[src/sv/xtea_pkg.sv]
// Shared types, constants and helper functions for the XTEA block cipher unit.
// No dependencies; imported by every module of the unit.
package xtea_pkg;

  // Round constant and default number of full cycles
  localparam logic [31:0] XTEA_DELTA  = 32'h9E37_79B9;
  localparam int          XTEA_ROUNDS = 32;

  // Register indexes of the configuration port
  typedef enum logic [1:0] {
    KEY_WORD0 = 2'd0,
    KEY_WORD1 = 2'd1,
    KEY_WORD2 = 2'd2,
    KEY_WORD3 = 2'd3
  } xtea_cfg_idx_t;

  // Operation codes of the kind field
  localparam logic KIND_ENCRYPT = 1'b0;
  localparam logic KIND_DECRYPT = 1'b1;

  // Input transaction
  typedef struct packed {
    logic        kind;
    logic [31:0] block_low;
    logic [31:0] block_high;
    logic [3:0]  valid_bytes;
  } xtea_in_t;

  // Result transaction
  typedef struct packed {
    logic [31:0] out_low;
    logic [31:0] out_high;
  } xtea_out_t;

  // Data carried down the round pipeline
  typedef struct packed {
    logic        kind;
    logic [31:0] y;
    logic [31:0] z;
  } xtea_stage_t;

  // The 128-bit key as four words
  typedef logic [3:0][31:0] xtea_key_t;

  // Running sum after n additions of delta, modulo 2^32 (elaboration only)
  function automatic logic [31:0] xtea_sum(input int n);
    logic [63:0] prod;
    prod = 64'(n) * 64'(XTEA_DELTA);
    return prod[31:0];
  endfunction

  // Feistel mixing of one half
  function automatic logic [31:0] xtea_mix(input logic [31:0] v);
    return ((v << 4) ^ (v >> 5)) + v;
  endfunction

endpackage

[src/sv/xtea_out_skid.sv]
// Output register with a one-entry skid buffer for the XTEA unit. The skid
// flag is registered and holds the whole pipeline. Uses xtea_pkg.
module xtea_out_skid (
  input  logic                  clk,
  input  logic                  rst_n,
  input  logic                  pipe_valid,
  input  xtea_pkg::xtea_stage_t pipe_data,
  output logic                  hold,
  output logic                  out_valid,
  input  logic                  out_stall,
  output xtea_pkg::xtea_out_t   out_data
);
  import xtea_pkg::*;

  logic      out_valid_r, out_valid_nxt;
  logic      skid_valid_r, skid_valid_nxt;
  xtea_out_t out_r, out_nxt;
  xtea_out_t skid_r, skid_nxt;
  xtea_out_t pipe_res;
  logic      take;
  logic      push;

  assign pipe_res = '{out_low: pipe_data.y, out_high: pipe_data.z};
  assign take     = out_valid_r && !out_stall;
  assign push     = pipe_valid && !skid_valid_r;

  // Refill the output from skid first, else from the pipeline
  always_comb begin
    out_valid_nxt  = out_valid_r;
    skid_valid_nxt = skid_valid_r;
    out_nxt        = out_r;
    skid_nxt       = skid_r;
    if (!out_valid_r || take) begin
      if (skid_valid_r) begin
        out_nxt        = skid_r;
        out_valid_nxt  = 1'b1;
        skid_valid_nxt = 1'b0;
      end else begin
        out_nxt        = pipe_res;
        out_valid_nxt  = push;
      end
    end else if (push) begin
      skid_nxt       = pipe_res;
      skid_valid_nxt = 1'b1;
    end
  end

  always_ff @(posedge clk) begin
    if (!rst_n) begin
      out_valid_r  <= 1'b0;
      skid_valid_r <= 1'b0;
    end else begin
      out_valid_r  <= out_valid_nxt;
      skid_valid_r <= skid_valid_nxt;
    end
  end

  always_ff @(posedge clk) begin
    out_r  <= out_nxt;
    skid_r <= skid_nxt;
  end

  assign hold      = skid_valid_r;
  assign out_valid = out_valid_r;
  assign out_data  = out_r;

`ifndef SYNTHESIS
  // Skid only fills behind a waiting result
  a_skid_behind_out: assert property (@(posedge clk) disable iff (!rst_n)
    skid_valid_r |-> out_valid_r)
    else $error("skid holds a transaction while the output is empty");

  // A transaction leaving the pipeline under a stall lands in the skid
  a_skid_catch: assert property (@(posedge clk) disable iff (!rst_n)
    (out_valid_r && out_stall && pipe_valid && !skid_valid_r) |=> skid_valid_r)
    else $error("transaction lost at the stalled output");

  // A taken result with skid full is replaced by the skid entry
  a_skid_drain: assert property (@(posedge clk) disable iff (!rst_n)
    (skid_valid_r && !out_stall) |=> (out_valid_r && !skid_valid_r))
    else $error("skid did not drain into the output");
`endif

endmodule

[config.mk]
export PLATFORM = sky130hd
export DESIGN_NAME = xtea_out_skid
export DESIGN_NICKNAME = d
export VERILOG_FILES = /design/src/sv/xtea_pkg.sv /design/src/sv/xtea_out_skid.sv
export SDC_FILE = /design/constraint.sdc
export NUM_CORES = 1
export LEC_CHECK = 0
export BUFFER_PORTS_ARGS = -buffer_cell sky130_fd_sc_hd__buf_2
export CORE_UTILIZATION = 55
export DETAILED_ROUTE_END_ITERATION = 12
export GPL_TIMING_DRIVEN = 1
export HOLD_SLACK_MARGIN = 0.12
export PLACE_DENSITY_LB_ADDON = 0.12
export SYNTH_ARGS = -nofsm -noshare
export SYNTH_HDL_FRONTEND = slang
export SYNTH_SLANG_ARGS = --single-unit
[constraint.sdc]
create_clock -name clk -period 22.5 [get_ports clk]
set_input_delay 4.5 -clock clk [delete_from_list [all_inputs] [get_ports clk]]
set_output_delay 4.5 -clock clk [all_outputs]
set_load 0.1 [all_outputs]
After elaboration in Yosys (flattened, before gate mapping)
Cells that the tools add are included.
Storage, ports and cells
  logic and storage cells: 18
  output and inout bits: 66
  register bits after elaboration: 130
  bits of input ports: 69
Cells by class
  mux-type cells: 2
  bitwise operators: 2
  reduce and logical (&&, ||, !) cells: 8
Operator list (count)
  2-to-1 mux 64 bit: 1
  zero test 1 bit: 3
  logical AND 1 bit: 2
  inverter 1 bit: 2
  AND reduction 2 bit: 1
  OR reduction 2 bit: 1
  logical OR 1 bit: 1
  2-to-1 mux 1 bit: 1

Logic depth before layout (Yosys ltp)
  word-level depth: 5
  mapped depth: 4
  mapped depth without buffers: 2

Least setup slack after synthesis
Ideal clock, no wire load.
  path type: input to register
  from: in out_stall
  to: reg skid_r[0] (netlist bit) (enable)
  path buffers: 0
  required time: 21922 ps
  arrival time: 10780 ps
  stages on the path: 2
  setup time: 578 ps
  path slack: 11143 ps
  cells stage by stage: nand2_1 nor3b_1
Between the ends
  longest elaborated chain between the ends: 5
Ends and longest elaborated chain
  start: declaration: RTL line xtea_out_skid.sv:10  | input logic out_stall,
  zero test 1 bit: RTL line xtea_out_skid.sv:24  | assign take = out_valid_r && !out_stall;
  logical AND 1 bit: RTL line xtea_out_skid.sv:24
  logical OR 1 bit: RTL line xtea_out_skid.sv:33  | if (!out_valid_r || take) begin
  inverter 1 bit (no line)
  AND reduction 2 bit (no line)
  end signal: assignment: RTL line xtea_out_skid.sv:60  | skid_r <= skid_nxt;
  end: declaration: RTL line xtea_out_skid.sv:18  | xtea_out_t skid_r, skid_nxt;
No other way between the ends.
A chain may end at the register's enable or synchronous reset.

Worst setup path in the final report
  from: in out_stall
  to: reg skid_r[2] (netlist bit) (enable)
The elaborated chain is that of the path after synthesis.

==> reports/results.ini <==
[yosys]
ys_warn_count=0
synth.largest_area_cell=edfxtp_1
synth.avg_cell_area_um2=23.5
synthDistinctLibCells=13
yosys.area.top_type_share_pct=79.3
synth_nets=275
synth_seq_cells=130
synthCells=206
post-synth-top-count-cell=edfxtp_1
async_flop_share_pct=0
synthFlopType=edfxtp_1
synth_edf_count=128
syn_area_um2=4850
synthTopCellsByArea=edfxtp_1 (79%), mux2_4 (12%), mux2_2 (6.0%), dfxtp_1 (0.83%), buf_6 (0.70%)
netlist_top_cells_count=edfxtp_1 (128), mux2_4 (38), mux2_2 (26), buf_6 (3)
yosysSeqAreaShare_pct=80.1

[final_layout]
nFillCells=508
fin_nets=423
register_area_um2=3890
area_growth_pct=28.7
drive_gt1_share_pct=63.5
diodes=0
multi_input_area_um2=906

[grt]
grtUsageTotal_pct=18.6
grt_pass1_wl_um=12000
grt-ovfl-total=0
grt_pass1_vias=2382
grt_max_degree=68
antenna_found_initial=0

[die]
initial_utilization_pct=57.8
placeableCoreArea_um2=8380
die_height_um=95.9
die_x_um=95.9
row_count=33
pin_count=135
dieArea_um2=9190

[drt]
wl_per_cell_um=17.2
vias_per_cell=5.04
wl_met2_um=4160
drtIter0Drc=81
ant_nets=0
met1Wirelength_um=3310
wl_um=8110
drcViolationCount=0
top_layer_used=met4
drtPass1Iterations=4
wl_met3_um=592
vias=2380

[worst_setup_path]
crit_type=in -> reg
crit_top_cell=buf_4
cp.required_ps=22630
cp_cell_sequence=buf_2 > nand2_2 > buf_4 > nor3b_2 > buf_4
arrival_ps=6670
end_kind=flop
worstSetupStartpointType=input pin
slowest_delay_ps=920
worstPathMaxFanout=67
cpMaxStageDelayCell=nor3b_2

[timing]
finalSetupTns_ps=0
final.setup.worst_slack_ps=15950
tightest_slew_ps=1040
skew_ps=9.76
rsz0062_at_grt=false
slew_headroom_pct=30.5
setup_violations=0
period_share_pct=29.1
finalHoldViolations=0
clock.fmax_mhz=153
slew_violations=0
period_needed_ps=6550

[clock_tree]
cts_buffers=17
insertion_delay_ps=500
cts_hold_buffers=0
clock_sinks=130
clkTransAtPathRegs_ps=60
cts_setup_buffers=0
cts_tree=built
cts.htree.levels=4
root_buffer=clkbuf_8
cts.path.max_buffers=2
cts_resized=0

[run]
drv_cap=0

[pwr]
power.density_nw_per_um2=107
ir_worst_vdd_mv=0.0542
fin_total_pwr_uw=669
leakage_nw=2.47

[place]
pre_cts_ws_ps=15380
place.gp.congestion=0.691
hpwl_um=5060
numPortBuffers=133

[hold_path]
holdCritPathClass=reg -> reg

[run_status]
status=finished clean

layout by cell type (no fill, tap or decap), types with 2 or more instances in the layout:
cell,count
buf_4,3
buf_2,133
mux2_4,38
clkbuf_16,16
clkinv_4,3
bufinv_16,5
mux2_2,26
nor3b_2,2
edfxtp_1,128
clkinv_1,3
clkinv_2,2
routing by layer:
layer / vias to the layer above / track usage [%]
met5: - / 0
met4: 0 / 7.09
met3: 4 / 7.58
met2: 92 / 29.7
met1: 1155 / 22.7
li1: 1129 / -
flip-flops by register name, summed over array words and instances, names as in the netlist:
register and cells:
out_valid 1, hold 1, skid_r 64, out_data 64
final timing paths:
path,cells after the start,slack (ps),to,startpoint
worst max-delay path,5,15950,skid_r[2]$_DFFE_PP_,out_stall
worst min-delay path,1,540,out_data[26]$_DFFE_PP_,skid_r[26]$_DFFE_PP_
worst max register to register,4,19680,skid_r[2]$_DFFE_PP_,out_valid$_SDFFE_PN0P_
worst min register to register,1,540,out_data[26]$_DFFE_PP_,skid_r[26]$_DFFE_PP_
stage by stage:
stage	cell area [um^2]	std cells	hold slack (ps)	utilization [%]
2_1_floorplan	4850	206	523	-
3_3_place_gp	5610	440	529	67.0
3_5_place_dp	5610	440	533	67.0
4_1_cts	6240	472	548	74.5
5_1_grt	6240	472	553	74.5
6_report	6240	472	540	74.5
logic make-up after synthesis:
kind of cell,count (synthesis),synth area share [%]
buffers and inverters,7,1.37
flip-flops,130,80.1
AO/OA/AOI/OAI,1,0.155
AND/OR/NAND/NOR,4,0.568
multiplexers,64,17.8
layout make-up:
cell class | instances | share of cell area [%]
clock buffers | 17 | 6.64
repair buffers | 136 | 11.0
flip-flops and latches | 130 | 62.3
clock inverters | 15 | 3.43
well taps | 105 | 2.11
multi-input cells | 69 | 14.5
critical path, delay by kind of cell:
kind,cells,cell delay [ps]
buf+inv,3,1150
simple gates,2,960
power breakdown:
part / leakage (nW) / internal [mW] / switching [mW]
Sequential: 1.26 / 0.280 / 0.00291
Combinational: 0.907 / 0.0184 / 0.0796
Clock: 0.305 / 0.190 / 0.0975
Power figures use the tool's default switching activity.
