[src/sv/xtea_pkg.sv]
// Shared types, constants and helper functions for the XTEA block cipher unit.
// No dependencies; imported by every module of the unit.
package xtea_pkg;

  // Round constant and default number of full cycles
  localparam logic [31:0] XTEA_DELTA  = 32'h9E37_79B9;
  localparam int          XTEA_ROUNDS = 32;

  // Register indexes of the configuration port
  typedef enum logic [1:0] {
    KEY_WORD0 = 2'd0,
    KEY_WORD1 = 2'd1,
    KEY_WORD2 = 2'd2,
    KEY_WORD3 = 2'd3
  } xtea_cfg_idx_t;

  // Operation codes of the kind field
  localparam logic KIND_ENCRYPT = 1'b0;
  localparam logic KIND_DECRYPT = 1'b1;

  // Input transaction
  typedef struct packed {
    logic        kind;
    logic [31:0] block_low;
    logic [31:0] block_high;
    logic [3:0]  valid_bytes;
  } xtea_in_t;

  // Result transaction
  typedef struct packed {
    logic [31:0] out_low;
    logic [31:0] out_high;
  } xtea_out_t;

  // Data carried down the round pipeline
  typedef struct packed {
    logic        kind;
    logic [31:0] y;
    logic [31:0] z;
  } xtea_stage_t;

  // The 128-bit key as four words
  typedef logic [3:0][31:0] xtea_key_t;

  // Running sum after n additions of delta, modulo 2^32 (elaboration only)
  function automatic logic [31:0] xtea_sum(input int n);
    logic [63:0] prod;
    prod = 64'(n) * 64'(XTEA_DELTA);
    return prod[31:0];
  endfunction

  // Feistel mixing of one half
  function automatic logic [31:0] xtea_mix(input logic [31:0] v);
    return ((v << 4) ^ (v >> 5)) + v;
  endfunction

endpackage

[src/sv/xtea_pad.sv]
// Entry stage of the XTEA pipeline: registers the input transaction and
// zeroes the tail bytes of short blocks on encryption. Uses xtea_pkg.
module xtea_pad (
  input  logic                 clk,
  input  logic                 rst_n,
  input  logic                 en,
  input  logic                 in_valid,
  input  xtea_pkg::xtea_in_t   in_data,
  output logic                 stg_valid,
  output xtea_pkg::xtea_stage_t stg_data
);
  import xtea_pkg::*;

  logic        valid_r;
  xtea_stage_t data_r;
  xtea_stage_t data_nxt;
  logic [7:0]  byte_keep;
  logic [63:0] block;

  // Byte keep mask: counts of zero or above eight mean a whole block
  always_comb begin
    for (int k = 0; k < 8; k++) begin
      byte_keep[k] = (in_data.kind == KIND_DECRYPT) || (in_data.valid_bytes == 4'd0) ||
                     (in_data.valid_bytes >= 4'd8) || (4'(k) < in_data.valid_bytes);
    end
  end

  always_comb begin
    block = {in_data.block_high, in_data.block_low};
    for (int k = 0; k < 8; k++) begin
      if (!byte_keep[k]) begin
        block[8*k +: 8] = 8'h00;
      end
    end
    data_nxt.kind = in_data.kind;
    data_nxt.y    = block[31:0];
    data_nxt.z    = block[63:32];
  end

  // Valid travels with the data
  always_ff @(posedge clk) begin
    if (!rst_n) begin
      valid_r <= 1'b0;
    end else if (en) begin
      valid_r <= in_valid;
    end
  end

  always_ff @(posedge clk) begin
    if (en) begin
      data_r <= data_nxt;
    end
  end

  assign stg_valid = valid_r;
  assign stg_data  = data_r;

endmodule

[config.mk]
export PLATFORM = sky130hd
export DESIGN_NAME = xtea_pad
export DESIGN_NICKNAME = d
export VERILOG_FILES = /design/src/sv/xtea_pkg.sv /design/src/sv/xtea_pad.sv
export SDC_FILE = /design/constraint.sdc
export NUM_CORES = 1
export LEC_CHECK = 0
export BUFFER_PORTS_ARGS = -buffer_cell sky130_fd_sc_hd__buf_2
export CORE_AREA = 4 4 87 89
export CTS_CLUSTER_SIZE = 28
export DETAILED_ROUTE_END_ITERATION = 10
export DIE_AREA = 0 0 91 93
export MAX_ROUTING_LAYER = met4
export PLACE_DENSITY_LB_ADDON = 0.1
export SLEW_MARGIN = 5
export SYNTH_ARGS = -nofsm -noshare
export SYNTH_HDL_FRONTEND = slang
export SYNTH_SLANG_ARGS = --single-unit
[constraint.sdc]
create_clock -name clk -period 1.96 [get_ports clk]
set_clock_uncertainty 0.15 [all_clocks]
set_input_delay 0.098 -clock clk [delete_from_list [all_inputs] [get_ports clk]]
set_output_delay 0.098 -clock clk [all_outputs]
set_load 0.02 [all_outputs]
-- After elaboration in Yosys (flattened, before gate mapping)
Cells that the tools add are included.
- word-level logic and storage cells: 30
- output and inout port bits: 66
- bits in registers: 66
- input bits: 73
- order comparisons: 9
- reduce and logical (&&, ||, !) cells: 11
- operator list (operator ; count):
    < comparator 3 x 4 -> 1 bit (first input constant) ; 4
    logical OR 1 bit ; 10
    < comparator 1 x 4 -> 1 bit (first input constant) ; 2
    < comparator 2 x 4 -> 1 bit (first input constant) ; 2
    greater-or-equal comparator 4 bit (second input constant) ; 1
    zero test 4 bit ; 1

-- Depth between registers and ports, before layout
Gate-level depths: netlist of the first run.
- word-level depth: 4
- mapped depth: 4
- depth with buffers taken out: 2

-- Worst setup path before layout of the first run
OpenSTA, ideal clock, no wires.
- path type: input to register
- from: input port in_data[68] in the netlist's numbering
- to: register data_r, in the netlist stg_data[50], data pin
- setup time: 0.274 ns
- cell stages on the path: 3
- arrival time: 0.793 ns
- slack: 0.743 ns
- cell sequence: nor3_1 -> clkbuf_1 -> a21boi_0
- cells in the longest elaborated chain, start to end: 3
- ends and longest elaborated chain (item ; RTL line ; RTL):
    start, declared ; xtea_pad.sv:8 ; input xtea_pkg::xtea_in_t in_data,
    logical OR 1 bit (2 in series) ; xtea_pad.sv:23 ; byte_keep[k] = (in_data.kind == KIND_DECRYPT) || (in_data.valid_bytes == 4'd0) ||
    logical OR 1 bit ; xtea_pad.sv:24 ; (in_data.valid_bytes >= 4'd8) || (4'(k) < in_data.valid_bytes);
    end signal, assigned ; xtea_pad.sv:51 ; data_r <= data_nxt;
    end, declared ; xtea_pad.sv:15 ; xtea_stage_t data_r;
Every way passes these cells.
A chain may end at the register's enable or synchronous reset.

-- Worst setup path in the final report of the first run
- from: input port in_data[68] in the netlist's numbering
- to: register data_r, in the netlist stg_data[4], data pin
The elaborated chain is that of the path after synthesis.

==> impl_results.md, run 1 <==
* Die height at 93 um
* Num CTS Buffers at 9
* Sequential standard cell area at 1970 sq um
* Setup TNS at 0 ns
* Largest family of logic cells by synthesized area: compound AO/OA/AOI/OAI gates
* Die width at 91 um
* 1st-iter DRT viols at 98
* Routed via count at 2,143
* Met2 layer usage reported by global route at 0.282
* CP Data Required Time at 1.86 ns
* # DRC at 0
* Worst setup path class: primary input to flip-flop
* CTS tree: built
* Clock sink count at 66
* Final Hold Slack at 0.180 ns
* Hold Fails Final Rpt at 0
* Crit-path max FO at 32
* Commonest non-fill, non-tap cell in the layout: buf_2
* Max cap viols at 0
* Unrepaired setup endpoints after global routing: no
* Largest net degree at the start of global routing at 37
* R2R depth at 3
* Number of synthesized register bits at 66
* Worst hold start: en
* Synth unique cells at 20
* CP endpoint kind: flip-flop
* Setup crit start kind: primary input
* Hold depth at 2
* Min-Delay Endpoint: stg_data[55]$_SDFFCE_PN0P_
* Synth Warn # at 0
* Multi-input gate area at 487 sq um
* CORE AREA at 6760 sq um
* DP HPWL at 4450 um
* # resized after CTS at 0
* Status: finished clean
* I/O pin total at 139
* Router iterations before antenna repair at 4
* Final setup violating endpoints at 0
* Leakage Power at 1.90 nW
* Total power draw at 3.80 mW
* Slew HR at 0.573
* Vias in the first global route at 2,257
* Gpl congestion at 0.703
* # fillers at 550
* GRT busiest layer: met2
* Met1 usage at 0.202
* Synth Area in Simple Gates at 0.0161
* Clk slew on worst S/H paths at 0.07 ns
* Post-Syn Area per Cell at 15.1 sq um
* ANT cells at 0
* Insertion delay to the later sink of the worst-skew pair at 0.32 ns
* Peak VDD IR at 0.000623 V
* Initial antenna violation count at 0
* FMAX at 677 MHz
* Pwr Density at 879 nW/um^2
* Share of layout cells above drive strength 1 at 0.440
* Mux cell area share after synthesis at 0.00378
* Grt total ovfl at 0
* Worst Tran Pin Value at 0.637 ns
* Initial Util at 0.392
* WL per Instance at 15.0 um
* Most frequent cells in the layout: 138 x buf_2, 67 x dlygate4sd3_1, 65 x edfxtp_1, 26 x a21boi_0
* Port Buffer Count at 138
* Pre-CTS WS at 0.574 ns
* Setup slack, reg-to-reg at 0.65 ns
* Post-Syn Instances at 175
* Row count at 30
* RR Endpoint: stg_valid$_SDFFE_PN0P_
* CTS max path bufs at 2
* Fin. max-slew vios at 0
* Die area at 8460 sq um
* CTS H-Tree Depth at 3
* Post-CTS setup buffers at 0
* Synth Area in XOR/XNOR at 0.00331
* Antenna-violating nets left at 0
* Crit path arrival time at 1.37 ns
* First-pass GRT wire length at 10,900 um
* Vias/cell at 4.62
* Root Buffer: clkbuf_8
* Reg-to-Reg Start: stg_valid$_SDFFE_PN0P_
* Adder-cell share of the synthesized area at 0
* CTS Hold Buffers Added at 67
* Gr usage total at 0.171
* Fin crit share at 0.753
* Syn_nets at 248
* Fin nets at 452
* Fin worst setup slack at 0.484 ns
* Post-layout min period at 1.48 ns
* Complex-gate fraction of the synthesized area at 0.158
* Routed wire length at 6980 um
* HP Class: primary input to flip-flop
* Synth-to-Final Area Change at 63.1%
* Cell Area, Synth at 2650 sq um
* Seq/Total Area, Yosys at 0.744
* M3 GR Usage at 0.0467
## synth_stat cells
| cell | count | area, sq um |
|---|---|---|
| nor2_1 | 1 | 3.75 |
| a21boi_0 | 26 | 195 |
| xor2_1 | 1 | 8.76 |
| clkbuf_1 | 13 | 48.8 |
| buf_12 | 1 | 20.0 |
| nand2_1 | 1 | 3.75 |
| or2_2 | 1 | 6.26 |
| inv_1 | 24 | 90.1 |
| o21ai_1 | 1 | 5.00 |
| mux2i_1 | 1 | 10.0 |
| a31oi_1 | 24 | 150 |
| dfxtp_1 | 1 | 20.0 |
| nand3_1 | 1 | 5.00 |
| a21boi_2 | 6 | 67.6 |
| nor3_1 | 1 | 5.00 |
| or3_1 | 1 | 6.26 |
| nor2b_1 | 2 | 12.5 |
| buf_6 | 3 | 33.8 |
| edfxtp_1 | 65 | 1950 |
| buf_2 | 1 | 5.00 |
## worst max path at each step
stage                                       endpoint  slack, ns  cells after the start   startpoint
after CTS                  stg_data[4]$_SDFFCE_PN0P_       0.50                      5  in_data[68]
after detailed placement   stg_data[4]$_SDFFCE_PN0P_       0.57                      3   in_data[1]
after floorplan           stg_data[50]$_SDFFCE_PN0P_       0.74                      3  in_data[68]
after global routing       stg_data[4]$_SDFFCE_PN0P_       0.42                      5  in_data[68]
final                      stg_data[4]$_SDFFCE_PN0P_       0.48                      5  in_data[68]
after global placement     stg_data[6]$_SDFFCE_PN0P_       0.60                      3   in_data[1]
## kinds of logic (layout without fill, tap and decap cells)
group / Yosys count / after routing
multiplexers: 1 / 1
AO/OA/AOI/OAI: 57 / 57
buffers and inverters: 42 / 251
flip-flops: 66 / 66
AND/OR/NAND/NOR: 8 / 8
XOR/XNOR: 1 / 1
## stage by stage
stage                     utilization  std cells  cell area [sq um]
final                           0.639        464               4320
after global routing            0.639        464               4320
after CTS                       0.639        464               4320
after detailed placement        0.501        381               3380
after global placement          0.501        381               3380
after floorplan                     -        175               2650
## sequential cells by signal, summed over array words and instances, names as in the netlist
register,flops
stg_valid,1
stg_data,65
## power breakdown
part	internal, mW	total [mW]	leakage, nW	switching, mW
clock	0.974	1.49	0.129	0.520
sequential	1.69	1.71	0.642	0.0288
combinational	0.261	0.590	1.13	0.329
total	2.92	3.80	1.90	0.878
## final cells by class
class,count,share of cell area
Clock buffer,9,0.0287
Clock inverter,7,0.0327
Inverter,24,0.0209
Multi-Input combinational cell,67,0.113
Sequential cell,66,0.456
Tap cell,80,0.0232
Timing Repair Buffer,211,0.326
## critical path, cell delays in order
cell	delay, ns
dlygate4sd3_1	0.53
buf_2	0.15
nor2_2	0.10
buf_4	0.34
a31oi_1	0.15
## routing by layer
metal	vias to the layer above	share of wire	routed length, um
li1	1049	-	-
met1	986	0.41	2890
met2	97	0.49	3450
met3	11	0.079	550
met4	0	0.012	87
met5	-	0	0
No activity file was read; power rests on OpenSTA's default activity.
==> run 2: changes to the inputs <==
==> constraint.sdc (replaced) <==
create_clock -name clk -period 1.4 [get_ports clk]
set_clock_uncertainty 0.15 [all_clocks]
set_input_delay 0.07 -clock clk [delete_from_list [all_inputs] [get_ports clk]]
set_output_delay 0.07 -clock clk [all_outputs]
set_load 0.02 [all_outputs]
==> run 2 against run 1 <==
Against the previous run: sequential power increased by 40%; clock power increased by 9%; die area unchanged; critical path depth unchanged; wire length rose by 2.5%; hold slack worse by 0.11 ns; clock-buffer cell count unchanged; register-to-register slack got worse by 0.54 ns; critical path type unchanged.
==> impl_results.md, run 2 (synthesis gave the netlist of run 1 again) <==
* Status: finished clean
* Antenna-violating nets left at 0 (unchanged)
* Vias in the first global route at 2,319 (+2.7%)
* Num CTS Buffers at 9 (unchanged)
* Hold depth at 2 (unchanged)
* Die height at 93 um (unchanged)
* Unrepaired setup endpoints after global routing: no
* Most frequent cells in the layout: 138 x buf_2, 67 x dlygate4sd3_1, 65 x edfxtp_1, 26 x a21boi_0
* Worst hold start: en
* Die area at 8460 sq um (unchanged)
* ANT cells at 0 (unchanged)
* Routed via count at 2,174 (+1.4%)
* Grt total ovfl at 0 (unchanged)
* WL per Instance at 15.3 um (+1.4%)
* R2R depth at 3 (unchanged)
* Port Buffer Count at 138 (unchanged)
* Largest net degree at the start of global routing at 37 (unchanged)
* Root Buffer: clkbuf_8
* DP HPWL at 4470 um (+0.51%)
* Buffers & Inverters on Critical Path at 3 (unchanged)
* Initial antenna violation count at 0 (unchanged)
* CP top delay family: buffers and inverters
* I/O pin total at 139 (unchanged)
* Fin. max-slew vios at 0 (unchanged)
* Worst setup path class: primary input to flip-flop
* CTS tree: built
* Hold Fails Final Rpt at 0 (unchanged)
* Max cap viols at 0 (unchanged)
* Final setup violating endpoints at 0 (unchanged)
* Crit-path max FO at 24 (-25%)
* Router iterations before antenna repair at 4 (unchanged)
* CP Data Required Time at 1.33 ns (-0.53 ns)
* Max reg flops at 65 (unchanged)
* Peak VDD IR at 0.000697 V (+12%)
* 1st-iter DRT viols at 86 (-12%)
* Synth-to-Final Area Change at 64.2%
* Die width at 91 um (unchanged)
* Crit path largest cell delay at 0.54 ns (about the same)
* Crit-path slowest cell: dlygate4sd3_1
* CTS H-Tree Depth at 3 (unchanged)
* Initial Util at 0.392 (unchanged)
* Slew HR at 0.767 (+0.194)
* Clock sink count at 66 (unchanged)
* Vias/cell at 4.64 (+0.37%)
* Setup TNS at 0 ns (unchanged)
* Share of layout cells above drive strength 1 at 0.447 (+0.00720)
* Leakage Power at 1.91 nW (+0.34%)
* Setup crit start kind: primary input
* Post-CTS setup buffers at 0 (unchanged)
* Fin crit share at 0.977
* Commonest non-fill, non-tap cell in the layout: buf_2
* Placed Instances at 386 (+1.3%)
* Non-filler cells, final at 469 (+1.1%)
* Cell-by-cell trace of the critical path: dlygate4sd3_1 > buf_2 > nor3_2 > buf_6 > a21boi_0
* Fin nets at 457 (+1.1%)
* Routed wire length at 7150 um (+2.5%)
* CORE AREA at 6760 sq um (unchanged)
* Post-layout min period at 1.37 ns
* Row count at 30 (unchanged)
* Util after Layout at 0.644 (+0.00426)
* Worst Tran Pin Value at 0.349 ns (-0.288 ns)
* Gpl congestion at 0.716 (+1.9%)
* Crit path arrival time at 1.30 ns (-0.07 ns)
* # fillers at 527 (-4.2%)
* CTS max path bufs at 2 (unchanged)
* Reg-to-Reg Start: stg_valid$_SDFFE_PN0P_
* # DRC at 0 (unchanged)
* RR Endpoint: stg_valid$_SDFFE_PN0P_
* Insertion delay to the later sink of the worst-skew pair at 0.33 ns (about the same)
* Pwr Density at 1120 nW/um^2 (+28%)
* Setup slack, reg-to-reg at 0.11 ns (-0.54 ns)
* Gr usage total at 0.179 (+0.00703)
* Clk slew on worst S/H paths at 0.08 ns (about the same)
* First-pass GRT wire length at 11,400 um (+4.5%)
* Min-Delay Endpoint: stg_data[52]$_SDFFCE_PN0P_
* FMAX at 731 MHz
* CP endpoint kind: flip-flop
* HP Class: primary input to flip-flop
run 2: area by class of cell:
class	count	area, sq um	area share
clock inverters	7	78.8	0.0181
clock buffers	9	124	0.0285
inverters	24	90.1	0.0207
well taps	80	100	0.0230
flip-flops and latches	66	1970	0.453
repair buffers	216	1500	0.344
multi-input cells	67	487	0.112
run 2: timing repair:
item | 4_1_cts | 5_1_grt
resized for setup | 0 | 1
endpoints found under the setup margin | 0 | 17
endpoints found under the hold margin | 66 | 0
hold buffers | 67 | 0
run 2: through the flow:
stage / hold slack [ns] / setup slack, ns / cell area (sq um) / total power [mW]
2_1_floorplan: 0.0189 / 0.211 / 2650 / 2.81
3_3_place_gp: 0.0974 / 0.140 / 3470 / 3.15
3_5_place_dp: 0.0981 / 0.0776 / 3470 / 3.16
4_1_cts: 0.0592 / 0.0213 / 4350 / 4.92
5_1_grt: 0.0604 / 0.0137 / 4350 / 5.10
6_report: 0.0685 / 0.0325 / 4350 / 4.88
run 2: layer usage:
metal | up-vias | routed length (um) | track usage
met5 | - | 0 | -
met4 | 0 | 186 | 0.0905
li1 | 1060 | - | -
met1 | 1004 | 2960 | 0.209
met3 | 18 | 529 | 0.0523
met2 | 92 | 3480 | 0.282
run 2: power breakdown:
| group | leakage [nW] | total [mW] | internal [mW] | switching (mW) |
|---|---|---|---|---|
| Clock | 0.0921 | 1.62 | 0.833 | 0.789 |
| Sequential | 0.642 | 2.40 | 2.36 | 0.0384 |
| Combinational | 1.18 | 0.863 | 0.392 | 0.471 |
run 2: worst max path at each step:
stage                           start                          to  slack [ns]  cells past startpoint
after floorplan           in_data[68]  stg_data[50]$_SDFFCE_PN0P_        0.21                      3
after global placement     in_data[1]  stg_data[29]$_SDFFCE_PN0P_        0.14                      4
after detailed placement   in_data[1]  stg_data[16]$_SDFFCE_PN0P_        0.08                      4
after CTS                 in_data[68]  stg_data[45]$_SDFFCE_PN0P_        0.02                      5
after global routing      in_data[68]  stg_data[60]$_SDFFCE_PN0P_        0.01                      5
final                     in_data[68]  stg_data[45]$_SDFFCE_PN0P_        0.03                      5
