==> config.mk <==
export PLATFORM = sky130hd
export DESIGN_NAME = xtea_half_round
export DESIGN_NICKNAME = d
export VERILOG_FILES = /design/src/sv/xtea_pkg.sv /design/src/sv/xtea_half_round.sv
export SDC_FILE = /design/constraint.sdc
export NUM_CORES = 1
export LEC_CHECK = 0
export BUFFER_PORTS_ARGS = -buffer_cell sky130_fd_sc_hd__clkbuf_2
export CAP_MARGIN = 10
export CELL_PAD_IN_SITES_DETAIL_PLACEMENT = 0
export CELL_PAD_IN_SITES_GLOBAL_PLACEMENT = 1
export CORE_MARGIN = 5
export CORE_UTILIZATION = 31
export CTS_CLUSTER_DIAMETER = 50
export DETAILED_ROUTE_END_ITERATION = 6
export PLACE_DENSITY_LB_ADDON = 0.1
export SYNTH_ARGS = -nofsm -noshare
export SYNTH_HDL_FRONTEND = slang
export SYNTH_SLANG_ARGS = --single-unit
==> constraint.sdc <==
create_clock -name clk -period 8.2 [get_ports clk]
set_input_delay 1.64 -clock clk [delete_from_list [all_inputs] [get_ports clk]]
set_output_delay 1.64 -clock clk [all_outputs]
set_load 0.005 [all_outputs]
==> src/sv/xtea_pkg.sv <==
// Shared types, constants and helper functions for the XTEA block cipher unit.
// No dependencies; imported by every module of the unit.
package xtea_pkg;

  // Round constant and default number of full cycles
  localparam logic [31:0] XTEA_DELTA  = 32'h9E37_79B9;
  localparam int          XTEA_ROUNDS = 32;

  // Register indexes of the configuration port
  typedef enum logic [1:0] {
    KEY_WORD0 = 2'd0,
    KEY_WORD1 = 2'd1,
    KEY_WORD2 = 2'd2,
    KEY_WORD3 = 2'd3
  } xtea_cfg_idx_t;

  // Operation codes of the kind field
  localparam logic KIND_ENCRYPT = 1'b0;
  localparam logic KIND_DECRYPT = 1'b1;

  // Input transaction
  typedef struct packed {
    logic        kind;
    logic [31:0] block_low;
    logic [31:0] block_high;
    logic [3:0]  valid_bytes;
  } xtea_in_t;

  // Result transaction
  typedef struct packed {
    logic [31:0] out_low;
    logic [31:0] out_high;
  } xtea_out_t;

  // Data carried down the round pipeline
  typedef struct packed {
    logic        kind;
    logic [31:0] y;
    logic [31:0] z;
  } xtea_stage_t;

  // The 128-bit key as four words
  typedef logic [3:0][31:0] xtea_key_t;

  // Running sum after n additions of delta, modulo 2^32 (elaboration only)
  function automatic logic [31:0] xtea_sum(input int n);
    logic [63:0] prod;
    prod = 64'(n) * 64'(XTEA_DELTA);
    return prod[31:0];
  endfunction

  // Feistel mixing of one half
  function automatic logic [31:0] xtea_mix(input logic [31:0] v);
    return ((v << 4) ^ (v >> 5)) + v;
  endfunction

endpackage

==> src/sv/xtea_half_round.sv <==
// One Feistel half-round stage of the XTEA pipeline, for both directions.
// The running sum and key index are constants of the stage. Uses xtea_pkg.
module xtea_half_round #(
  parameter int ROUNDS = xtea_pkg::XTEA_ROUNDS,
  parameter int HALF   = 0
) (
  input  logic                  clk,
  input  logic                  rst_n,
  input  logic                  en,
  input  xtea_pkg::xtea_key_t   key,
  input  logic                  prev_valid,
  input  xtea_pkg::xtea_stage_t prev_data,
  output logic                  stg_valid,
  output xtea_pkg::xtea_stage_t stg_data
);
  import xtea_pkg::*;

  // Stage constants: n-th full cycle, odd half updates the other word
  localparam int          N     = HALF / 2;
  localparam bit          ODD   = (HALF % 2) == 1;
  localparam logic [31:0] SUM_E = xtea_sum(ODD ? N + 1 : N);
  localparam logic [1:0]  IDX_E = ODD ? SUM_E[12:11] : SUM_E[1:0];
  localparam logic [31:0] SUM_D = xtea_sum(ODD ? ROUNDS - N - 1 : ROUNDS - N);
  localparam logic [1:0]  IDX_D = ODD ? SUM_D[1:0] : SUM_D[12:11];

  logic        valid_r;
  xtea_stage_t data_r;
  xtea_stage_t data_nxt;
  logic        upd_y;
  logic [31:0] src;
  logic [31:0] dst;
  logic [31:0] rk;
  logic [31:0] f;
  logic [31:0] res;

  // Encrypt: even half updates y. Decrypt: odd half updates y.
  always_comb begin
    upd_y = (prev_data.kind == KIND_DECRYPT) == ODD;
    src   = upd_y ? prev_data.z : prev_data.y;
    dst   = upd_y ? prev_data.y : prev_data.z;
    rk    = (prev_data.kind == KIND_DECRYPT) ? (SUM_D + key[IDX_D])
                                             : (SUM_E + key[IDX_E]);
    f     = xtea_mix(src) ^ rk;
    res   = (prev_data.kind == KIND_DECRYPT) ? (dst - f) : (dst + f);
    data_nxt      = prev_data;
    if (upd_y) begin
      data_nxt.y = res;
    end else begin
      data_nxt.z = res;
    end
  end

  always_ff @(posedge clk) begin
    if (!rst_n) begin
      valid_r <= 1'b0;
    end else if (en) begin
      valid_r <= prev_valid;
    end
  end

  always_ff @(posedge clk) begin
    if (en) begin
      data_r <= data_nxt;
    end
  end

  assign stg_valid = valid_r;
  assign stg_data  = data_r;

endmodule

After elaboration in Yosys (flattened, before gate mapping)
Index checks and enable logic that the tools add are counted.
Widths: inputs -> output; s select.
{ "totals": {"reg_bits": 66, "input_bits": 197, "out_inout_bits": 66, "word_cells": 16} }
{ "classes": {"bitwise": 2, "n_addsub": 4, "n_mux": 6} }
{ "ops": {"columns": ["op", "count"], "rows": [
  ["$mux 32", 6],
  ["$add 32x32->32", 2],
  ["$add 32x32->32 const A", 1],
  ["$sub 32x32->32", 1],
  ["$xor 32x27->32", 1],
  ["$xor 32x32->32", 1]
]} }

Logic depth before layout (Yosys ltp)
Gate-level depths: netlist (run 1).
{ "depth": {"depth_word": 7, "mapped_depth": 36, "mapped_depth_nobuf": 26} }

Worst setup path after synthesis (run 1)
No wires, ideal clock.
{ "synth_timing": {"path_type": "input port to flip-flop", "startpoint": "input port prev_data[64] (netlist name)", "endpoint": "register data_r, in the netlist stg_data[63] (data pin)", "n_path_buf": 10, "arrival_time_ns": 8.709, "slack_ns": -0.674, "setup_ns": 0.165, "cell_stages": 34, "required_time_ns": 8.035, "path_cell_list": "buf_6 buf_2 buf_4 buf_4 buf_2 buf_1 buf_2 buf_1 clkbuf_1 a21oi_1 xnor2_1 ha_1 and3_1 a221o_1 a41oi_2 o21ai_2 a311oi_1 xnor2_1 nor4b_4 a21oi_1 xor2_1 ha_1 clkbuf_1 nand4_1 nor2_1 and3_1 or4_1 o2111ai_1 nand3_1 a21boi_1 o41ai_1 xnor2_1 and3b_1 o31ai_2"} }
{ "synth_lines": {"columns": ["item", "line_no", "source"], "rows": [
  ["from (decl)", "xtea_half_round.sv:12", "input xtea_pkg::xtea_stage_t prev_data,"],
  ["to (signal assigned)", "xtea_half_round.sv:63", "data_r <= data_nxt;"],
  ["to (decl)", "xtea_half_round.sv:27", "xtea_stage_t data_r;"]
]} }

==> impl_metrics.ini, run 1 <==
[outcome]
outcome = completed

[worst_setup_path]
path_max_fanout = 43
arrival_ps = 7810
r2r_start = stg_valid
timing.critical_path.to_type = flop
critPathLaunch = prev_data[64]
crit_path_top_delay_cell = sky130_fd_sc_hd__or4_4
timing.setup.critical_path_class = in2reg
worst-endpoint-required_ps = 8370
startpoint_types = primary input
critical_path.max_stage_delay_ps = 520
crit_buf_inv = 1
crit_family = simple AND/OR/NAND/NOR gates

[route]
route.vias.total = 8157
dr.pass1.iters = 5
avgRoutedWirePerCell_um = 16.93
detail_route.vias_per_cell = 4.956
final_routed_wirelength_across_all_metal_layers_mm = 27.86
dr.first_iter.drc_count = 465
antenna_left = 0
route.detailed.drc = 0

[yosys]
mapped_cell_area_mm2 = 0.008884
cell_type_with_the_highest_aggregate_area_in_the_netlist = sky130_fd_sc_hd__edfxtp_1
synth_fp_nets = 1314
synthesized_instance_count = 1050
synth_warnings = 0
post_synth.cell_area_avg_um2 = 8.460
synthArstFlopShare = 0
ranking_of_synthesized_cells_by_area = sky130_fd_sc_hd__edfxtp_1 22%, sky130_fd_sc_hd__xnor2_1 9.6%, sky130_fd_sc_hd__ha_1 9.2%, sky130_fd_sc_hd__a21oi_1 4.8%, sky130_fd_sc_hd__xor2_1 4.7%
synth.yosys.seq_area_share = 0.2220
synth_largest_type_area_fraction = 0.2197
most_used_flip_flop_cell_after_synthesis = sky130_fd_sc_hd__edfxtp_1
synth_enable_flop_cells = 65
ys_ff_latch = 66
ys_types = 91

[timing]
max_slew.worst_pin.slew_ps = 889.4
drv_slew = 0
finalWorstSetupSlack_ps = 566.0
timing.max_slew.rel_slack = 0.4008
max_freq_ghz = 0.1310
post-route-period-util = 0.9310
fin_worst_skew_ps = 0
setup_tns_ps = 0
timing.final.crit_period_ps = 7634
final-setup-viol-count = 0
hold_viol_final = 0
rsz0062_at_grt = no

[final_layout]
layout_overhead_on_the_synthesized_area_pct = 23.31
antenna-diode-count = 0
ratio_of_cells_with_drive_above_1_in_the_final_layout = 0.2662
layout_net_count = 1521
final_core_utilization = 0.3848

[die]
core_area_mm2 = 0.02847
io_pins = 263
die-height_um = 179.3
floorplan.rows = 62
dieWidth_um = 179.3
initial_utilization = 0.3120
floorplan.die_area_mm2 = 0.03214

[placement]
numPortBuffers = 198
pre_cts_ws_ps = 189.7
routabilityCongestion = 0.8653
detailedPlacementHpwl_mm = 23.53

[clocking]
postCtsSetupRepairBufs = 0
cts_resized = 0
htreeDepth = 3
clock_insertion_delay_worst_skew_ps = 330
cts_hold_repair.buffers = 0
count_of_clock_tree_sinks = 66
root_buffer_cell = sky130_fd_sc_hd__clkbuf_16
clk_transition_reported_paths_ps = 60
cts_buffers = 9
cts.path.max_buffers = 2
tritoncts_clock_tree = yes

[global_route]
globalRouteTotalUtil = 0.1718
grt_remaining_overflow = 0
grt_first_pass_wirelength_mm = 43.41
first_global_vias = 7938
grt_antenna_before_repair = 0
grt_start_max_net_pins = 67

[power]
power.ir.vdd_worst_uv = 96.93
fin_total_pwr_mw = 2.992
p_per_area_mw_per_mm2 = 273.1
power.leakage_nw = 4.682

[hold_path]
hold_path_class = reg2reg
hold_path.startpoint = stg_valid

[run]
cap_violations = 0
==> synth_stat cells, types with 8 or more instances <==
cell type and number:
sky130_fd_sc_hd__o21ai_0 64, sky130_fd_sc_hd__clkbuf_1 21, sky130_fd_sc_hd__ha_1 65, sky130_fd_sc_hd__o21a_1 12, sky130_fd_sc_hd__o21bai_1 31, sky130_fd_sc_hd__nor2_1 72, sky130_fd_sc_hd__mux2i_1 16, sky130_fd_sc_hd__a31oi_1 15
sky130_fd_sc_hd__nor3_1 22, sky130_fd_sc_hd__nand3_1 23, sky130_fd_sc_hd__mux2_2 34, sky130_fd_sc_hd__or3_1 8, sky130_fd_sc_hd__xor2_1 48, sky130_fd_sc_hd__a21oi_1 85, sky130_fd_sc_hd__xnor2_1 97, sky130_fd_sc_hd__inv_1 42
sky130_fd_sc_hd__nor2b_1 31, sky130_fd_sc_hd__a21o_1 24, sky130_fd_sc_hd__edfxtp_1 65, sky130_fd_sc_hd__nand2_1 83, sky130_fd_sc_hd__and3_1 9, sky130_fd_sc_hd__o41ai_1 8, sky130_fd_sc_hd__nand2b_1 18, sky130_fd_sc_hd__buf_1 10
==> layer usage <==
layer / global-route usage / vias up / share of wire
li1: - / 4283 / -
met1: 0.2725 / 3666 / 0.54
met2: 0.2511 / 194 / 0.41
met3: 0.01539 / 14 / 0.039
met4: 0.03427 / 0 / 0.0096
met5: 0 / - / 0
==> metrics by stage <==
| step | instances | area [um^2] | hold slack [ps] |
|---|---|---|---|
| 6_report | 1646 | 10950 | 528.5 |
| 3_5_place_dp | 1630 | 10630 | 531.6 |
| 5_1_grt | 1646 | 10950 | 561.6 |
| 4_1_cts | 1646 | 10950 | 538.9 |
| 2_1_floorplan | 1050 | 9072 | 507.3 |
| 3_3_place_gp | 1630 | 10630 | 498.9 |
==> cell usage in the layout (no fill, tap or decap), types with 5 or more instances in the layout <==
cell type | Yosys | layout
sky130_fd_sc_hd__xnor2_1 | 97 | 93
sky130_fd_sc_hd__a21oi_2 | 2 | 7
sky130_fd_sc_hd__nand2b_1 | 18 | 18
sky130_fd_sc_hd__o21bai_1 | 31 | 31
sky130_fd_sc_hd__o21ai_0 | 64 | 63
sky130_fd_sc_hd__edfxtp_1 | 65 | 65
sky130_fd_sc_hd__o21ai_1 | 4 | 5
sky130_fd_sc_hd__mux2_2 | 34 | 34
sky130_fd_sc_hd__o21a_1 | 12 | 12
sky130_fd_sc_hd__nor3b_1 | 7 | 7
sky130_fd_sc_hd__a31oi_1 | 15 | 15
sky130_fd_sc_hd__a21oi_1 | 85 | 79
sky130_fd_sc_hd__nand2_1 | 83 | 83
sky130_fd_sc_hd__a21boi_0 | 7 | 7
sky130_fd_sc_hd__clkbuf_16 | 0 | 9
sky130_fd_sc_hd__o31ai_1 | 6 | 6
sky130_fd_sc_hd__a21o_1 | 24 | 24
sky130_fd_sc_hd__nor2b_1 | 31 | 31
sky130_fd_sc_hd__nand3b_1 | 5 | 5
sky130_fd_sc_hd__nor2_1 | 72 | 71
sky130_fd_sc_hd__o41ai_1 | 8 | 6
sky130_fd_sc_hd__nand3_1 | 23 | 23
sky130_fd_sc_hd__or3_1 | 8 | 8
sky130_fd_sc_hd__mux2i_1 | 16 | 16
sky130_fd_sc_hd__and3_1 | 9 | 9
sky130_fd_sc_hd__xnor2_2 | 2 | 6
sky130_fd_sc_hd__a211oi_1 | 5 | 5
sky130_fd_sc_hd__xor2_1 | 48 | 48
sky130_fd_sc_hd__inv_1 | 42 | 42
sky130_fd_sc_hd__nor3_1 | 22 | 22
sky130_fd_sc_hd__buf_4 | 2 | 35
sky130_fd_sc_hd__clkbuf_2 | 0 | 196
sky130_fd_sc_hd__ha_1 | 65 | 64
sky130_fd_sc_hd__o211ai_1 | 6 | 6
==> state kept, by name, indices dropped and copies added, names as in the netlist <==
signal and cells:
stg_data 65, stg_valid 1
==> logic make-up (layout without fill, tap and decap cells) <==
group | count (synthesis) | after routing | share of synthesized area
AND/OR/NAND/NOR | 315 | 315 | 0.1899
XOR/XNOR | 149 | 149 | 0.1517
AO/OA/AOI/OAI | 319 | 319 | 0.2386
adder cells (fa/ha/maj) | 68 | 68 | 0.09718
buffers and inverters | 82 | 294 | 0.03704
multiplexers | 51 | 51 | 0.06366
flip-flops | 66 | 66 | 0.2220
==> worst reg2reg max path, cell delays in order, from the launching register on <==
cell and delay (ps):
sky130_fd_sc_hd__dfxtp_1 310, sky130_fd_sc_hd__mux2i_1 120, sky130_fd_sc_hd__nor2b_1 60
==> worst paths after layout <==
path | to | slack [ps] | cells past startpoint
hold reg to reg | stg_valid | 530 | 2
setup reg to reg | stg_valid | 7610 | 2
setup / recovery | stg_data[63] | 570 | 26
hold / removal | stg_valid | 530 | 2
==> area by class of cell <==
cell class / instances / area [um^2]
fill: 3022 / 17520
multi-input combinational: 902 / 6716
sequential: 66 / 1972
timing repair buffer: 235 / 1300
tap: 384 / 480.5
clock buffer: 14 / 264.0
inverter: 43 / 161.4
clock inverter: 2 / 60.06
==> power by group <==
part	switching, mW	internal [mW]	leakage [nW]
sequential	0.0313	0.538	0.642
clock	0.144	0.283	0.157
combinational	1.15	0.850	3.88
total	1.32	1.67	4.68
No activity file was read; power rests on OpenSTA's default activity.
==> run 2: changes to the inputs <==
--- a/config.mk
+++ b/config.mk
@@ -14,6 +14,7 @@
 export CTS_CLUSTER_DIAMETER = 50
 export DETAILED_ROUTE_END_ITERATION = 6
 export PLACE_DENSITY_LB_ADDON = 0.1
+export REMOVE_ABC_BUFFERS = 1
 export SYNTH_ARGS = -nofsm -noshare
 export SYNTH_HDL_FRONTEND = slang
 export SYNTH_SLANG_ARGS = --single-unit
==> impl_metrics.ini, run 2 (synthesized netlist as in run 1, its figures left out) <==
[outcome]
outcome = completed

[timing]
timing.max_slew.rel_slack = 0.4223
drv_slew = 0
fin_worst_skew_ps = 0
final-setup-viol-count = 0
max_slew.worst_pin.slew_ps = 866.5
max_freq_ghz = 0.1292
rsz0062_at_grt = no
hold_viol_final = 0
timing.final.crit_period_ps = 7741
setup_tns_ps = 0
post-route-period-util = 0.9440

[die]
initial_utilization = 0.3120
core_area_mm2 = 0.02847
io_pins = 263
floorplan.rows = 62
die-height_um = 179.3
dieWidth_um = 179.3
floorplan.die_area_mm2 = 0.03214

[worst_setup_path]
path_max_fanout = 20
critical_path.max_stage_delay_ps = 570
timing.critical_path.to_type = flop
timing.setup.critical_path_class = in2reg
startpoint_types = primary input
arrival_ps = 7910
worst-endpoint-required_ps = 8370
crit_path_top_delay_cell = sky130_fd_sc_hd__or4_1

[power]
power.ir.vdd_worst_uv = 111.0
netSwitchingPower_mw = 1.309
cellInternalPower_mw = 1.714
p_per_area_mw_per_mm2 = 268.2
comb_power_share = 0.675
power_frac_seq = 0.186
power.leakage_nw = 4.905
netSwitchingFraction = 0.4331
clock_power_share = 0.139
fin_total_pwr_mw = 3.023

[route]
detail_route.vias_per_cell = 4.941
avgRoutedWirePerCell_um = 16.52
dr.first_iter.drc_count = 438
route.detailed.drc = 0
route.vias.total = 8405
dr.pass1.iters = 5
final_routed_wirelength_across_all_metal_layers_mm = 28.10
antenna_left = 0

[placement]
routabilityCongestion = 0.8384
placed_area_mm2 = 0.01092
placed_cells_incl_taps = 1685
detailedPlacementHpwl_mm = 23.98
numPortBuffers = 198

[final_layout]
final_design_area_no_fill_mm2 = 0.01127
final_common_cell = sky130_fd_sc_hd__clkbuf_2
layout_overhead_on_the_synthesized_area_pct = 26.86
layout_net_count = 1576
ratio_of_cells_with_drive_above_1_in_the_final_layout = 0.2847
layout.cells.most_common_list = 196 x sky130_fd_sc_hd__clkbuf_2, 96 x sky130_fd_sc_hd__xnor2_1, 89 x sky130_fd_sc_hd__buf_4
largest_register_ffs = 65
final_cell_count_no_fill = 1701
layout.filler_cells = 2997
antenna-diode-count = 0

[clocking]
postCtsSetupRepairBufs = 0
root_buffer_cell = sky130_fd_sc_hd__clkbuf_16
cts.path.max_buffers = 2
htreeDepth = 3
count_of_clock_tree_sinks = 66
tritoncts_clock_tree = yes
clk_transition_reported_paths_ps = 60
clock_insertion_delay_worst_skew_ps = 340
cts_buffers = 9

[global_route]
global_route.usage.met1 = 0.2768
first_global_vias = 8218
gr-usage-met2 = 0.2568
grt_remaining_overflow = 0
met3_track_utilization_from_global_routing = 0.02278
grt-busiest-layer = met1
globalRouteTotalUtil = 0.1750
grt_start_max_net_pins = 67
grt_first_pass_wirelength_mm = 44.39
grt_antenna_before_repair = 0

[hold_path]
hold_path_class = reg2reg

[run]
cap_violations = 0
-- run 2: changes by cell type in the layout (fill, tap and decap cells not counted), moves of 2 or more --
cell	delta
sky130_fd_sc_hd__o41ai_1	+2
sky130_fd_sc_hd__o41ai_2	-2
sky130_fd_sc_hd__buf_4	+54
sky130_fd_sc_hd__clkbuf_8	-2
sky130_fd_sc_hd__clkbuf_1	-2
sky130_fd_sc_hd__xnor2_1	+3
sky130_fd_sc_hd__nor4b_2	+2
sky130_fd_sc_hd__clkinvlp_4	+3
sky130_fd_sc_hd__a21oi_2	-5
sky130_fd_sc_hd__a21oi_1	+6
sky130_fd_sc_hd__nor4b_4	-2
sky130_fd_sc_hd__xnor2_2	-3
-- run 2: critical path: cells and delay by family --
family / cells / cell delay, ps
AO/OA/AOI/OAI: 10 / 2300
XOR/XNOR: 3 / 610
adder cells (fa/ha/maj): 2 / 620
buffers and inverters: 5 / 810
AND/OR/NAND/NOR: 9 / 1920
-- run 2: final timing paths --
kind                                     from            to  slack, ps  cells past startpoint
worst max-delay path            prev_data[64]  stg_data[63]        460                     29
worst min-delay path                stg_valid     stg_valid        520                      2
worst max register to register      stg_valid     stg_valid       7610                      2
worst min register to register      stg_valid     stg_valid        520                      2
-- run 2: final cells by class --
class | instances | area, um^2 | share of cell area
Multi-Input combinational cell | 902 | 6610 | 0.5865
Sequential cell | 66 | 1972 | 0.1750
Timing Repair Buffer | 290 | 1725 | 0.1531
Tap cell | 384 | 480.5 | 0.04263
Clock buffer | 10 | 229.0 | 0.02032
Inverter | 43 | 161.4 | 0.01432
Clock inverter | 6 | 91.34 | 0.008105
-- run 2: what timing repair did --
action                     4_1_cts  5_1_grt
resized for setup                0        4
hold endpoints to repair         0        0
hold buffers                     0        0
setup endpoints to repair        0        2
-- run 2: power groups by stage --
| stage | registers [mW] | logic [mW] | clock network, mW |
|---|---|---|---|
| after floorplan | 0.588 | 1.33 | 0 |
| after global placement | 0.570 | 2.03 | 0 |
| after detailed placement | 0.571 | 2.03 | 0 |
| after CTS | 0.564 | 2.04 | 0.431 |
| after global routing | 0.573 | 2.30 | 0.447 |
| final | 0.562 | 2.04 | 0.419 |
-- run 2: stage by stage --
step / utilization / setup WS (ps) / hold slack, ps
2_1_floorplan: - / 965.9 / 507.3
3_3_place_gp: 0.3836 / 162.3 / 504.9
3_5_place_dp: 0.3836 / 94.76 / 504.3
4_1_cts: 0.3949 / 422.4 / 520.9
5_1_grt: 0.3958 / 7.406 / 539.3
6_report: 0.3958 / 459.2 / 517.6
-- run 2: layer usage --
layer  vias up  share of wire
li1       4415              -
met2       172           0.40
met3        11          0.041
met5         -              0
met4         0         0.0067
met1      3807           0.55
==> run 3: changes to the inputs <==
--- a/config.mk
+++ b/config.mk
@@ -5,7 +5,7 @@
 export SDC_FILE = /design/constraint.sdc
 export NUM_CORES = 1
 export LEC_CHECK = 0
-export BUFFER_PORTS_ARGS = -buffer_cell sky130_fd_sc_hd__clkbuf_2
+export BUFFER_PORTS_ARGS = -buffer_cell sky130_fd_sc_hd__buf_2
 export CAP_MARGIN = 10
 export CELL_PAD_IN_SITES_DETAIL_PLACEMENT = 0
 export CELL_PAD_IN_SITES_GLOBAL_PLACEMENT = 1
==> impl_metrics.ini, run 3 (synthesized netlist as in run 1, its figures left out) <==
[final_layout]
layout.filler_cells = 3022
final_core_utilization = 0.3927
final-seq-area_mm2 = 0.001972
layout_net_count = 1568
layout_overhead_on_the_synthesized_area_pct = 25.86
layout.cells.most_common_list = 197 x sky130_fd_sc_hd__buf_2, 97 x sky130_fd_sc_hd__xnor2_1, 85 x sky130_fd_sc_hd__a21oi_1
final_common_cell = sky130_fd_sc_hd__buf_2
final_cell_count_no_fill = 1693
antenna-diode-count = 0
ratio_of_cells_with_drive_above_1_in_the_final_layout = 0.2773
largest_register_ffs = 65
multi_input_area_mm2 = 0.006586

[global_route]
grt_antenna_before_repair = 0
first_global_vias = 8103
grt_start_max_net_pins = 67
grt_remaining_overflow = 0
grt_first_pass_wirelength_mm = 43.59
globalRouteTotalUtil = 0.1723

[die]
die-height_um = 179.3
dieWidth_um = 179.3
core_area_mm2 = 0.02847
floorplan.die_area_mm2 = 0.03214
initial_utilization = 0.3120
floorplan.rows = 62
io_pins = 263

[placement]
numPortBuffers = 198
detailedPlacementHpwl_mm = 23.58
routabilityCongestion = 0.8469
placed_cells_incl_taps = 1677

[worst_setup_path]
arrival_ps = 7790
critPathLaunch = prev_data[64]
crit_path_top_delay_cell = sky130_fd_sc_hd__or4_1
startpoint_types = primary input
timing.setup.critical_path_class = in2reg
critical_path.max_stage_delay_ps = 570
worst-endpoint-required_ps = 8380
path_max_fanout = 12
r2r_start = stg_valid
worst-r2r-cell-count = 2
timing.critical_path.to_type = flop

[route]
dr.pass1.iters = 4
dr.first_iter.drc_count = 324
final_routed_wirelength_across_all_metal_layers_mm = 27.86
antenna_left = 0
route.vias.total = 8352
route.detailed.drc = 0
detail_route.vias_per_cell = 4.933
avgRoutedWirePerCell_um = 16.46

[clocking]
root_buffer_cell = sky130_fd_sc_hd__clkbuf_16
count_of_clock_tree_sinks = 66
cts_resized = 0
cts.path.max_buffers = 2
clk_transition_reported_paths_ps = 60
cts_hold_repair.buffers = 0
cts_buffers = 9
clock_insertion_delay_worst_skew_ps = 340
tritoncts_clock_tree = yes
postCtsSetupRepairBufs = 0
htreeDepth = 3

[hold_path]
hold_path_class = reg2reg
hold_path.startpoint = stg_valid
timing.hold.worst_path_depth = 2

[timing]
hold_viol_final = 0
max_slew.worst_pin.slew_ps = 877.8
rsz0062_at_grt = no
fin_worst_skew_ps = 0
setup_tns_ps = 0
final-setup-viol-count = 0
finalHoldWorstSlack_ps = 520.9
timing.max_slew.rel_slack = 0.4148
drv_slew = 0
max_freq_ghz = 0.1315
timing.final.crit_period_ps = 7607
post-route-period-util = 0.9276

[outcome]
outcome = completed

[power]
p_per_area_mw_per_mm2 = 265.2
power.ir.vdd_worst_uv = 129.8
power.leakage_nw = 4.823

[run]
cap_violations = 0
==> run 3: changes by cell type in the layout (fill, tap and decap cells not counted), moves of 3 or more <==
cell,previous run,this run
sky130_fd_sc_hd__buf_2,1,197
sky130_fd_sc_hd__buf_4,89,79
sky130_fd_sc_hd__clkbuf_2,196,0
sky130_fd_sc_hd__clkinvlp_4,3,0
==> run 3: where the power goes <==
part / internal [mW] / switching [mW]
clock: 0.243 / 0.139
combinational: 0.902 / 1.12
sequential: 0.537 / 0.0218
total: 1.68 / 1.28
==> run 3: path summary, 6_finish.rpt <==
path,endpoint,slack [ps]
hold / removal,stg_valid,520
setup reg to reg,stg_valid,7610
setup / recovery,stg_data[63],590
hold reg to reg,stg_valid,520
==> run 3: routing by layer <==
metal,vias to the layer above,track usage,share of wire
met4,0,0.03396,0.0083
met3,12,0.02130,0.046
li1,4383,-,-
met2,179,0.2539,0.41
met5,-,0,0
met1,3778,0.2681,0.54
==> run 3: worst max-delay path: cells and delay by family <==
family,cells,cell delay [ps]
AOI/OAI and AO/OA,8,1790
xor gates and xnor gates,3,510
adders and majority gates,3,990
buffers and inverters,4,660
and+or+nand+nor,11,2170
==> run 3: per-stage QoR <==
| stage | total power [mW] | instance area (um^2) | setup slack (ps) |
|---|---|---|---|
| 2_1_floorplan | 1.916 | 8716 | 965.9 |
| 3_3_place_gp | 2.587 | 10890 | 187.7 |
| 3_5_place_dp | 2.590 | 10890 | 157.9 |
| 4_1_cts | 2.989 | 11180 | 531.1 |
| 5_1_grt | 3.256 | 11180 | 20.35 |
| 6_report | 2.966 | 11180 | 593.4 |
==> run 3: final cells by class <==
| cell class | count | share of cell area |
|---|---|---|
| timing repair buffer | 282 | 0.1512 |
| sequential | 66 | 0.1764 |
| clock inverter | 3 | 0.003581 |
| inverter | 43 | 0.01444 |
| tap | 384 | 0.04297 |
| multi-input combinational | 902 | 0.5891 |
| clock buffer | 13 | 0.02238 |
